--- config.mk ---
export PLATFORM = sky130hd
export DESIGN_NAME = encoder_period_speed_meter_unit
export DESIGN_NICKNAME = d
export VERILOG_FILES = /design/src/rtl/epsm_pkg.sv /design/src/rtl/epsm_div.sv /design/src/rtl/epsm_seq.sv /design/src/rtl/encoder_period_speed_meter_unit.sv
export SDC_FILE = /design/constraint.sdc
export NUM_CORES = 1
export LEC_CHECK = 0
export ABC_AREA = 1
export BUFFER_PORTS_ARGS = -buffer_cell sky130_fd_sc_hd__buf_2
export CAP_MARGIN = 5
export CELL_PAD_IN_SITES_DETAIL_PLACEMENT = 0
export CELL_PAD_IN_SITES_GLOBAL_PLACEMENT = 1
export CORE_MARGIN = 2
export CORE_UTILIZATION = 31
export CTS_BUF_LIST = sky130_fd_sc_hd__clkbuf_8
export CTS_CLUSTER_SIZE = 30
export DETAILED_ROUTE_END_ITERATION = 7
export PLACE_DENSITY_LB_ADDON = 0.1
export SETUP_SLACK_MARGIN = 0.1
export SLEW_MARGIN = 15
export SYNTH_ARGS = -nofsm -noshare
export SYNTH_HDL_FRONTEND = slang
export SYNTH_SLANG_ARGS = --single-unit
--- constraint.sdc ---
create_clock -name aclk -period 4.1 [get_ports aclk]
set_clock_uncertainty 0.2 [all_clocks]
set_input_delay 0.615 -clock aclk [delete_from_list [all_inputs] [get_ports aclk]]
set_output_delay 0.615 -clock aclk [all_outputs]
set_load 0.1 [all_outputs]
--- src/rtl/epsm_pkg.sv ---
// Package for the encoder period speed meter.
// Widths, register reset values, codes, sequencer states and the
// divider handshake structs. Depends on nothing.
package epsm_pkg;

    localparam int CAP_W   = 32;
    localparam int FREQ_W  = 32;
    localparam int RPM_W   = 32;
    localparam int TCK_W   = 28;
    localparam int EPC_W   = 4;
    localparam int PPR_W   = 11;
    localparam int TMO_W   = 16;
    localparam int IDLE_W  = 16;
    localparam int CFG_IDX_W  = 2;
    localparam int CFG_DATA_W = 32;

    // divider: dividend wide enough for freq * 60, divisor wide enough for a period
    localparam int DIV_NUM_W = FREQ_W + 6;
    localparam int DIV_DEN_W = CAP_W;
    localparam int DIV_CNT_W = 6;
    localparam logic [DIV_CNT_W-1:0] FREQ_STEPS = DIV_CNT_W'(FREQ_W);
    localparam logic [DIV_CNT_W-1:0] RPM_STEPS  = DIV_CNT_W'(DIV_NUM_W);
    localparam int FREQ_ALIGN = DIV_NUM_W - FREQ_W;

    localparam logic [TCK_W-1:0] TCK_RESET = TCK_W'(84000000);
    localparam logic [EPC_W-1:0] EPC_RESET = EPC_W'(8);
    localparam logic [PPR_W-1:0] PPR_RESET = PPR_W'(16);
    localparam logic [TMO_W-1:0] TMO_RESET = TMO_W'(250);

    localparam logic [IDLE_W-1:0] IDLE_MAX = '1;
    localparam logic [RPM_W-1:0]  RPM_MAX  = {1'b0, {(RPM_W-1){1'b1}}};

    localparam logic OP_CAPTURE = 1'b0;
    localparam logic OP_TICK    = 1'b1;

    typedef enum logic [CFG_IDX_W-1:0] {
        CFG_TIMER_CLOCK = 2'd0,
        CFG_EDGES       = 2'd1,
        CFG_PPR         = 2'd2,
        CFG_TIMEOUT     = 2'd3
    } cfg_idx_t;

    typedef struct packed {
        logic [TCK_W-1:0] timer_clock_hz;
        logic [EPC_W-1:0] edges_per_capture;
        logic [PPR_W-1:0] pulses_per_rev;
        logic [TMO_W-1:0] timeout_ms;
    } cfg_t;

    typedef enum logic [5:0] {
        ST_IDLE   = 6'b000001,
        ST_PREP   = 6'b000010,
        ST_FDIV   = 6'b000100,
        ST_RSTART = 6'b001000,
        ST_RDIV   = 6'b010000,
        ST_DONE   = 6'b100000
    } seq_state_t;

    typedef struct packed {
        logic                 start;
        logic [DIV_CNT_W-1:0] steps;
    } div_ctl_t;

    typedef struct packed {
        logic busy;
        logic done;
    } div_stat_t;

endpackage

--- src/rtl/epsm_div.sv ---
// Bit-serial restoring divider, one quotient bit per cycle.
// Dividend is MSB-aligned; a shorter divide runs fewer steps. Uses epsm_pkg.
module epsm_div (
    input  logic                               aclk,
    input  logic                               aresetn,
    input  epsm_pkg::div_ctl_t                 ctl,
    input  logic [epsm_pkg::DIV_NUM_W-1:0]     dividend,
    input  logic [epsm_pkg::DIV_DEN_W-1:0]     divisor,
    output logic [epsm_pkg::DIV_NUM_W-1:0]     quotient,
    output epsm_pkg::div_stat_t                stat
);
    import epsm_pkg::*;

    logic                 busy_reg;
    logic                 done_reg;
    logic [DIV_CNT_W-1:0] cnt_reg;
    logic [DIV_NUM_W-1:0] q_reg;
    logic [DIV_DEN_W-1:0] rem_reg;
    logic [DIV_DEN_W-1:0] dvs_reg;

    logic [DIV_DEN_W:0]   trial;
    logic [DIV_DEN_W+1:0] diff;
    logic                 q_bit;
    logic [DIV_DEN_W-1:0] rem_next;

    always_comb begin
        trial    = {rem_reg, q_reg[DIV_NUM_W-1]};
        diff     = {1'b0, trial} - {2'b00, dvs_reg};
        q_bit    = ~diff[DIV_DEN_W+1];
        rem_next = q_bit ? diff[DIV_DEN_W-1:0] : trial[DIV_DEN_W-1:0];
    end

    always_ff @(posedge aclk) begin
        if (!aresetn) begin
            busy_reg <= 1'b0;
            done_reg <= 1'b0;
        end else begin
            done_reg <= 1'b0;
            if (ctl.start) begin
                busy_reg <= 1'b1;
            end else if (busy_reg && cnt_reg == DIV_CNT_W'(1)) begin
                busy_reg <= 1'b0;
                done_reg <= 1'b1;
            end
        end
    end

    always_ff @(posedge aclk) begin
        if (ctl.start) begin
            cnt_reg <= ctl.steps;
            q_reg   <= dividend;
            rem_reg <= '0;
            dvs_reg <= divisor;
        end else if (busy_reg) begin
            cnt_reg <= cnt_reg - DIV_CNT_W'(1);
            q_reg   <= {q_reg[DIV_NUM_W-2:0], q_bit};
            rem_reg <= rem_next;
        end
    end

    assign quotient  = q_reg;
    assign stat.busy = busy_reg;
    assign stat.done = done_reg;

endmodule

--- src/rtl/epsm_seq.sv ---
// Measurement state and item sequencer: capture phases, idle timeout,
// and the two divides (frequency, then RPM) on the shared divider. Uses epsm_pkg.
module epsm_seq (
    input  logic                              aclk,
    input  logic                              aresetn,
    input  epsm_pkg::cfg_t                    cfg,
    input  logic                              in_valid,
    output logic                              in_ready,
    input  logic                              in_op,
    input  logic [epsm_pkg::CAP_W-1:0]        in_cap,
    input  logic                              in_dir,
    output epsm_pkg::div_ctl_t                div_ctl,
    output logic [epsm_pkg::DIV_NUM_W-1:0]    div_dividend,
    output logic [epsm_pkg::DIV_DEN_W-1:0]    div_divisor,
    input  logic [epsm_pkg::DIV_NUM_W-1:0]    div_quotient,
    input  epsm_pkg::div_stat_t               div_stat,
    output logic                              res_valid,
    input  logic                              res_take,
    output logic [epsm_pkg::RPM_W-1:0]        res_rpm,
    output logic [epsm_pkg::FREQ_W-1:0]       res_freq
);
    import epsm_pkg::*;

    seq_state_t          state_reg, state_next;
    logic                phase_reg, phase_next;
    logic [CAP_W-1:0]    ts_reg, ts_next;
    logic [CAP_W-1:0]    period_reg, period_next;
    logic [FREQ_W-1:0]   freq_reg, freq_next;
    logic                ccw_reg, ccw_next;
    logic [IDLE_W-1:0]   idle_reg, idle_next;

    logic                op_reg;
    logic [CAP_W-1:0]    cap_reg;
    logic                dir_reg;
    logic [RPM_W-1:0]    rpm_reg, rpm_next;

    logic [CAP_W-1:0]    period_new;
    logic [FREQ_W-1:0]   num;
    logic [PPR_W-1:0]    ppr_eff;
    logic [RPM_W-1:0]    mag;

    always_comb begin
        period_new = (cap_reg != ts_reg) ? cap_reg - ts_reg : period_reg;
        // max 28-bit clock times 4-bit prescaler still fits 32 bits
        num        = FREQ_W'(cfg.timer_clock_hz) * FREQ_W'(cfg.edges_per_capture);
        ppr_eff    = (cfg.pulses_per_rev == '0) ? PPR_W'(1) : cfg.pulses_per_rev;
        mag        = (div_quotient[DIV_NUM_W-1:RPM_W-1] != '0) ? RPM_MAX
                                                               : div_quotient[RPM_W-1:0];
    end

    always_comb begin
        state_next   = state_reg;
        phase_next   = phase_reg;
        ts_next      = ts_reg;
        period_next  = period_reg;
        freq_next    = freq_reg;
        ccw_next     = ccw_reg;
        idle_next    = idle_reg;
        rpm_next     = rpm_reg;
        div_ctl      = '0;
        div_dividend = '0;
        div_divisor  = '0;
        in_ready     = 1'b0;
        res_valid    = 1'b0;

        case (state_reg)
            ST_IDLE: begin
                in_ready = 1'b1;
                if (in_valid) state_next = ST_PREP;
            end
            ST_PREP: begin
                state_next = ST_RSTART;
                if (op_reg == OP_TICK) begin
                    idle_next = (idle_reg != IDLE_MAX) ? idle_reg + IDLE_W'(1) : idle_reg;
                    if (idle_next > cfg.timeout_ms) freq_next = '0;
                end else begin
                    idle_next = '0;
                    if (!phase_reg) begin
                        ts_next    = cap_reg;
                        phase_next = 1'b1;
                    end else begin
                        ccw_next    = dir_reg;
                        period_next = period_new;
                        phase_next  = 1'b0;
                        if (period_new == '0) begin
                            freq_next = '0;
                        end else begin
                            div_ctl.start = 1'b1;
                            div_ctl.steps = FREQ_STEPS;
                            div_dividend  = {num, {FREQ_ALIGN{1'b0}}};
                            div_divisor   = period_new;
                            state_next    = ST_FDIV;
                        end
                    end
                end
            end
            ST_FDIV: begin
                if (div_stat.done) begin
                    freq_next  = div_quotient[FREQ_W-1:0];
                    state_next = ST_RSTART;
                end
            end
            ST_RSTART: begin
                // freq * 60 = freq * 64 - freq * 4
                div_ctl.start = 1'b1;
                div_ctl.steps = RPM_STEPS;
                div_dividend  = {freq_reg, 6'b000000} - {4'b0000, freq_reg, 2'b00};
                div_divisor   = DIV_DEN_W'(ppr_eff);
                state_next    = ST_RDIV;
            end
            ST_RDIV: begin
                if (div_stat.done) begin
                    rpm_next   = ccw_reg ? RPM_W'(0) - mag : mag;
                    state_next = ST_DONE;
                end
            end
            ST_DONE: begin
                res_valid = 1'b1;
                if (res_take) state_next = ST_IDLE;
            end
            default: state_next = ST_IDLE;
        endcase
    end

    always_ff @(posedge aclk) begin
        if (!aresetn) begin
            state_reg  <= ST_IDLE;
            phase_reg  <= 1'b0;
            ts_reg     <= '0;
            period_reg <= '0;
            freq_reg   <= '0;
            ccw_reg    <= 1'b0;
            idle_reg   <= '0;
        end else begin
            state_reg  <= state_next;
            phase_reg  <= phase_next;
            ts_reg     <= ts_next;
            period_reg <= period_next;
            freq_reg   <= freq_next;
            ccw_reg    <= ccw_next;
            idle_reg   <= idle_next;
        end
    end

    always_ff @(posedge aclk) begin
        if (in_ready && in_valid) begin
            op_reg  <= in_op;
            cap_reg <= in_cap;
            dir_reg <= in_dir;
        end
        rpm_reg <= rpm_next;
    end

    assign res_rpm  = rpm_reg;
    assign res_freq = freq_reg;

endmodule

--- src/rtl/encoder_period_speed_meter_unit.sv ---
// Encoder period speed meter, top level: configuration registers,
// output word register, sequencer and serial divider. Uses epsm_pkg, epsm_seq, epsm_div.
//
// One word in, one word out. A tick, a first-phase capture or a zero-period capture
// runs only the 38-step RPM divide. A second-phase capture with a nonzero period
// runs a 32-step frequency divide and then the 38-step RPM
// divide on the same bit-serial divider (one quotient bit per clock). The next
// word is accepted once the result is in the output register, even while
// that result still waits; no new word is taken while one is still in work.
// Configuration writes are taken in any cycle but are meant for an idle block.
module encoder_period_speed_meter_unit (
    input  logic                                aclk,
    input  logic                                aresetn,
    input  logic                                s_valid,
    output logic                                s_ready,
    input  logic                                s_op,
    input  logic [epsm_pkg::CAP_W-1:0]          s_capture_value,
    input  logic                                s_dir_pin,
    output logic                                m_valid,
    input  logic                                m_ready,
    output logic signed [epsm_pkg::RPM_W-1:0]   m_speed_rpm,
    output logic [epsm_pkg::FREQ_W-1:0]         m_frequency_hz,
    output logic                                m_stopped,
    input  logic                                cfg_valid,
    output logic                                cfg_ready,
    input  logic [epsm_pkg::CFG_IDX_W-1:0]      cfg_index,
    input  logic [epsm_pkg::CFG_DATA_W-1:0]     cfg_data
);
    import epsm_pkg::*;

    cfg_t                 cfg_reg;
    logic                 m_valid_reg;
    logic [RPM_W-1:0]     rpm_out_reg;
    logic [FREQ_W-1:0]    freq_out_reg;
    logic                 stopped_out_reg;

    div_ctl_t             div_ctl;
    div_stat_t            div_stat;
    logic [DIV_NUM_W-1:0] div_dividend;
    logic [DIV_DEN_W-1:0] div_divisor;
    logic [DIV_NUM_W-1:0] div_quotient;

    logic                 res_valid;
    logic                 res_take;
    logic [RPM_W-1:0]     res_rpm;
    logic [FREQ_W-1:0]    res_freq;

    assign cfg_ready = 1'b1;

    always_ff @(posedge aclk) begin
        if (!aresetn) begin
            cfg_reg.timer_clock_hz    <= TCK_RESET;
            cfg_reg.edges_per_capture <= EPC_RESET;
            cfg_reg.pulses_per_rev    <= PPR_RESET;
            cfg_reg.timeout_ms        <= TMO_RESET;
        end else if (cfg_valid) begin
            case (cfg_idx_t'(cfg_index))
                CFG_TIMER_CLOCK: cfg_reg.timer_clock_hz    <= cfg_data[TCK_W-1:0];
                CFG_EDGES:       cfg_reg.edges_per_capture <= cfg_data[EPC_W-1:0];
                CFG_PPR:         cfg_reg.pulses_per_rev    <= cfg_data[PPR_W-1:0];
                CFG_TIMEOUT:     cfg_reg.timeout_ms        <= cfg_data[TMO_W-1:0];
                default: ;
            endcase
        end
    end

    // output word register: free when empty or being taken this cycle
    assign res_take = res_valid && (!m_valid_reg || m_ready);

    always_ff @(posedge aclk) begin
        if (!aresetn) begin
            m_valid_reg <= 1'b0;
        end else if (res_take) begin
            m_valid_reg <= 1'b1;
        end else if (m_ready) begin
            m_valid_reg <= 1'b0;
        end
    end

    always_ff @(posedge aclk) begin
        if (res_take) begin
            rpm_out_reg     <= res_rpm;
            freq_out_reg    <= res_freq;
            stopped_out_reg <= (res_freq == '0);
        end
    end

    epsm_seq u_seq (
        .aclk         (aclk),
        .aresetn      (aresetn),
        .cfg          (cfg_reg),
        .in_valid     (s_valid),
        .in_ready     (s_ready),
        .in_op        (s_op),
        .in_cap       (s_capture_value),
        .in_dir       (s_dir_pin),
        .div_ctl      (div_ctl),
        .div_dividend (div_dividend),
        .div_divisor  (div_divisor),
        .div_quotient (div_quotient),
        .div_stat     (div_stat),
        .res_valid    (res_valid),
        .res_take     (res_take),
        .res_rpm      (res_rpm),
        .res_freq     (res_freq)
    );

    epsm_div u_div (
        .aclk     (aclk),
        .aresetn  (aresetn),
        .ctl      (div_ctl),
        .dividend (div_dividend),
        .divisor  (div_divisor),
        .quotient (div_quotient),
        .stat     (div_stat)
    );

    assign m_valid        = m_valid_reg;
    assign m_speed_rpm    = rpm_out_reg;
    assign m_frequency_hz = freq_out_reg;
    assign m_stopped      = stopped_out_reg;

endmodule
# [Yosys cells after proc, flatten, opt, wreduce, memory -nomap -nowiden]
# Cells that the tools add are included.
[word_totals] reg_bits=421 latchBits=0 ramBits=0 rom_bits=0 input_bits=73 elab_cells=126 mem_count=0
[classes] addsub=6 mul=1 div=0 magnitude_cmp=1 n_eq_ne=19 shifts=0 mux=45 bitwise_logic=4 reduce_logical=25
[op_table] cell="$mux 32" n=12
[op_table] cell="$mux 38" n=5
[op_table] cell="$pmux 32 s2" n=2
[op_table] cell="$pmux 38 s2" n=1
[op_table] cell="$logic_not 32->1" n=2
[op_table] cell="$mux 6" n=8
[op_table] cell="$sub 38x34->38" n=1
[op_table] cell="$pmux 6 s6" n=1
[op_table] cell="$sub 33x32->34" n=1
[op_table] cell="$mul 28x4->32" n=1
[op_table] cell="$mux 16" n=2
[op_table] cell="$ne 32x32->1" n=1
[op_table] cell="$sub 1x32->32 const A" n=1
[op_table] cell="$sub 32x32->32" n=1
[op_table] cell="$mux 7" n=3
[op_table] cell="$add 16x1->16 const B" n=1
[op_table] cell="$gt 16x16->1" n=1
[op_table] cell="$ne 16x16->1 const B" n=1
[op_table] cell="$pmux 7 s2" n=1
[op_table] cell="$eq 6x1->1 const B" n=2
[op_table] cell="$reduce_and 2->1" n=6
[op_table] cell="$logic_not 11->1" n=1
[op_table] cell="$mux 11" n=1
[op_table] cell="$mux 1" n=8
[op_table] cell="other kinds (24)" n=37

# [Depth between registers and ports, before layout]
[depth] depth_word=8 depth_mapped=24

# [By module]
# From an unflattened synthesis, not the netlist that was laid out.
[unflattened] cells_unflattened=4131 area_unflattened_um2=29022.8
[modules_own_cells] mod="epsm_seq" n_inst=1 cells_each=2728 area_each_um2=17529.3 seq_area_each_um2=4384.2
[modules_own_cells] mod="epsm_div" n_inst=1 cells_each=1035 area_each_um2=7274.5 seq_area_each_um2=2962.8
[modules_own_cells] mod="encoder_period_speed_meter_unit" n_inst=1 cells_each=368 area_each_um2=4219.0 seq_area_each_um2=3153.0

# [Worst setup path after synthesis]
# No wires, ideal clock.
[synth_timing] kind="reg-to-reg" from="reg cfg_reg[30] in the netlist's numbering" to="reg u_div.q_reg[36], in the netlist u_div.quotient[36] (data pin)" setup_ns=0.252 arrival_ns=3.943 path_slack_ns=-0.296 stages_incl_launch_ff=21 period_less_slack_ns=4.396 cell_sequence="dfxtp_1 > clkbuf_1 > buf_1 > nand2_1 > fa_1 > fa_1 > inv_1 > fa_1 > nand3_1 > nand2_1 > a21oi_1 > o21ai_0 > a21boi_0 > inv_1 > nand4_1 > nand4_1 > xor2_1 > nand3_1 > nand2_1 > inv_1 > nand2_1"
[synth_between] elab_chain_cells=6
[synth_lines] element="start: declaration" line_no="encoder_period_speed_meter_unit.sv:31" source="cfg_t cfg_reg;"
[synth_lines] element="$mul 28x4->32" line_no="epsm_seq.sv:45" source="num = FREQ_W'(cfg.timer_clock_hz) * FREQ_W'(cfg.edges_per_capture);"
[synth_lines] element="$mux 38" line_no="epsm_seq.sv:85" source="if (period_new == '0) begin"
[synth_lines] element="$mux 38" line_no="epsm_seq.sv:78" source="if (!phase_reg) begin"
[synth_lines] element="$mux 38" line_no="epsm_seq.sv:73" source="if (op_reg == OP_TICK) begin"
[synth_lines] element="$pmux 38 s2" line_no="epsm_seq.sv:66" source="case (state_reg)"
[synth_lines] element="$mux 38" line_no="epsm_div.sv:49" source="if (ctl.start) begin"
[synth_lines] element="end signal: assignment" line_no="epsm_div.sv:51" source="q_reg <= dividend;"
[synth_lines] element="end signal: assignment" line_no="epsm_div.sv:56" source="q_reg <= {q_reg[DIV_NUM_W-2:0], q_bit};"
[synth_lines] element="end: declaration" line_no="epsm_div.sv:17" source="logic [DIV_NUM_W-1:0] q_reg;"
# Every way passes these cells.
# A chain may end at the register's enable or synchronous reset.

# [Worst setup path in the final report]
[layout_timing] from="reg u_seq.idle_reg[0]" to="reg u_seq.freq_reg[11], in the netlist u_seq.res_freq[11]"
[layout_between] elab_chain_cells=5 word_cells_on_any_way=6 classes_between="add/sub (1); order compare (1); eq/ne (2); mux (1); reduce/logical (1)"
[layout_lines] element="start: declaration" line_no="epsm_seq.sv:30" source="logic [IDLE_W-1:0] idle_reg, idle_next;"
[layout_lines] element="start signal: assignment" line_no="epsm_seq.sv:141" source="idle_reg <= idle_next;"
[layout_lines] element="$add 16x1->16 or $ne 16x16->1 (tied branches)" line_no="epsm_seq.sv:74" source="idle_next = (idle_reg != IDLE_MAX) ? idle_reg + IDLE_W'(1) : idle_reg;"
[layout_lines] element="$mux 16 *" line_no="epsm_seq.sv:74"
[layout_lines] element="$gt 16x16->1 *" line_no="epsm_seq.sv:75" source="if (idle_next > cfg.timeout_ms) freq_next = '0;"
[layout_lines] element="$ne 3x3->1 (no source line) *"
[layout_lines] element="$reduce_and 5->1 (no source line) *"
[layout_lines] element="end signal: assignment" line_no="epsm_seq.sv:139" source="freq_reg <= freq_next;"
[layout_lines] element="end: declaration" line_no="epsm_seq.sv:28" source="logic [FREQ_W-1:0] freq_reg, freq_next;"
# Every way passes the cells marked *; elsewhere a longest branch is shown, timed or not.

==> metrics.txt <==
die height=305 µm; first-pass GRT wire length=136 mm; vias in the first global route=24600; Hold Fails Final Rpt=0; H-tree depth=3; Post-Syn Nets=4186; max-cap violations=0; layout cells sized above 1=16.9%; EDFF count, synth=207; minimum clock period after layout=3.91 ns; RSZ-0062 raised after global routing=true; Tot GR Track Use=18.3%; Root Driver=clkbuf_8; count leader, synth=nand2_1; DRT Pass-1 Iters=6; Non-Filler Instances=5531; synth top area cells=edfxtp_1 22%, dfxtp_1 15%, nand2_1 12%; Site Rows=110; Initial Util=31.2%; CP max-delay cell=dfxtp_2; Min Hold Slack=0.0555 ns; most used cell, CP=nand2_1; Clock Sinks=421; Port Buffer Count=135; Routed WL=87.7 mm; yosys warns=0; Post-Syn Area=28100 µm²; routed vias=25400; die area=93200 µm²; Largest register FFs=59; area leader, netlist=edfxtp_1; clk_lat worst skew=0.74 ns; fin nets=4565; Final Cycle Share=95.3%; CTS tree=done; peak supply drop=0.224 mV; Fmax achieved=256 MHz; Die X=305 µm; Pwr Density=321 nW/µm²; P_leak=16.7 nW; DR DRC count=0; Syn Inst Count=3911; Slew HR=30.7%; Vias/cell=4.59; Top FF cell, synth=dfxtp_1; Num CTS Buffers=79; synth unique cells=53; top-area cell type share of the netlist area=22.1%; CP arrival=4.30 ns; Inst Count DP=5288; top-level I/O count=141; max-slew violations=0; Layout area overhead=24.9%; register bit total from synthesis=421; Worst Setup Start Kind=flop; Post-synth top cells=927 x nand2_1, 726 x inv_1, 348 x nor2_1; Final setup viols=0; max incr delay on CP=0.34 ns; outcome=finished, final reports clean; core area=90000 µm²; Seq/Total Area, Yosys=37.3%; pin count of the biggest net entering global routing=88; worst hold-check path type=in2reg; Crit Path Category=reg2reg; Crit Path Max Fanout=8; Detail Route Antenna Nets=0; routability cong.=0.859; total grt overflow=0; Post-DP HPWL=65.1 mm; design area=35100 µm²; syn_area_per_cell=7.19 µm²; Least-Margin Pin Slew=1.04 ns; Tot Pwr=11.3 mW; post-DR wirelength/cell=15.9 µm; clock slew at reported path FFs=0.06 ns; antenna violations before repair=2; Placed Area=31300 µm²; CP Capture Type=flop; Worst Path Required=4.49 ns; ys async rst share=0%; Longest Clk Path Bufs=3; initial drt markers=1467
-- per-layer routing --
layer,share of wire (%),up-vias,routed length [µm],global-route usage [%]
li1,-,13300,-,-
met1,53,11500,46300,27.8
met2,42,449,36400,27.2
met3,4.0,101,3490,2.54
met4,1.7,0,1520,4.43
met5,0,-,0,0
-- kinds of logic after synthesis --
logic type      after synthesis  share of synthesized area, %
flops                       421                          37.3
fa+ha+maj                   202                          10.4
other cells                   1                        0.0133
compound gates              640                          12.3
xor+xnor                     95                          2.96
buf+inv                     852                          11.6
simple gates               1700                          25.3
-- metrics by stage --
| step | worst slack (ns) | utilization (%) | setup TNS (ns) |
|---|---|---|---|
| final | 0.191 | 39.0 | 0 |
| after floorplan | 0.0870 | - | 0 |
| after global routing | -0.0440 | 39.0 | -0.147 |
| after detailed placement | -0.110 | 34.7 | -0.596 |
| after global placement | -0.116 | 34.7 | -0.547 |
| after CTS | 0.0800 | 37.3 | 0 |
-- power breakdown --
group	internal (mW)	switching (mW)
Combinational	0.947	1.48
Sequential	4.49	0.0946
Clock	2.31	1.97
-- final timing paths --
check,startpoint,cells after the start,slack (ns),to
max reg2reg,u_seq.idle_reg[0],26,0.19,u_seq.res_freq[11]
min reg2reg,u_seq.res_rpm[0],0,0.22,m_speed_rpm[0]
max,u_seq.idle_reg[0],26,0.19,u_seq.res_freq[11]
min,cfg_data[7],3,0.06,cfg_reg[7]
-- worst max-delay path: cells and delay by family (launching register included) --
kind / cells / cell delay, ns
and+or+nand+nor: 12 / 1.13
adders and majority gates: 2 / 0.33
xor gates and xnor gates: 1 / 0.21
AOI/OAI and AO/OA: 4 / 0.69
DFF: 1 / 0.34
buffers and inverters: 7 / 0.87
-- what timing repair did --
item / in CTS / in global routing
buffers inserted: 2 / 24
setup endpoints to repair: 17 / 190
gates cloned: 0 / 12
pin swaps: 6 / 113
resized for setup: 21 / 263
endpoints found under the hold margin: 71 / 0
hold buffers: 60 / 0
-- layout by cell type (no fill, tap or decap), types with 10 or more instances in the layout --
cell type | netlist | layout
o211ai_1 | 26 | 26
inv_2 | 7 | 40
a21oi_1 | 327 | 303
nor2_1 | 348 | 332
ha_1 | 148 | 118
nor4_1 | 17 | 15
clkinv_1 | 1 | 12
a21o_1 | 14 | 14
nand2_2 | 3 | 35
nor3_1 | 57 | 48
buf_6 | 7 | 16
o21ai_0 | 207 | 197
or2_2 | 29 | 29
inv_1 | 726 | 716
xor2_1 | 65 | 62
a31oi_1 | 12 | 10
dfxtp_1 | 214 | 203
a21oi_2 | 0 | 18
xnor2_1 | 30 | 29
nand3_1 | 252 | 220
nand4_1 | 36 | 36
nor2_4 | 2 | 16
buf_4 | 1 | 188
nand2_1 | 927 | 887
buf_2 | 13 | 134
edfxtp_1 | 207 | 207
fa_1 | 54 | 52
clkbuf_8 | 0 | 85
dlygate4sd3_1 | 0 | 60
nand3b_1 | 10 | 10
o21bai_1 | 11 | 11
nand3_2 | 3 | 32
ha_4 | 0 | 30
-- final cells by class --
type	count	area [µm²]
multi-input combinational	2638	15500
sequential	421	10500
inverter	734	2760
fill	9593	54900
antenna	4	10.0
clock buffer	85	1170
timing repair buffer	416	3250
clock inverter	57	437
tap	1176	1470
Note: power is estimated with default switching activity, not from simulation.
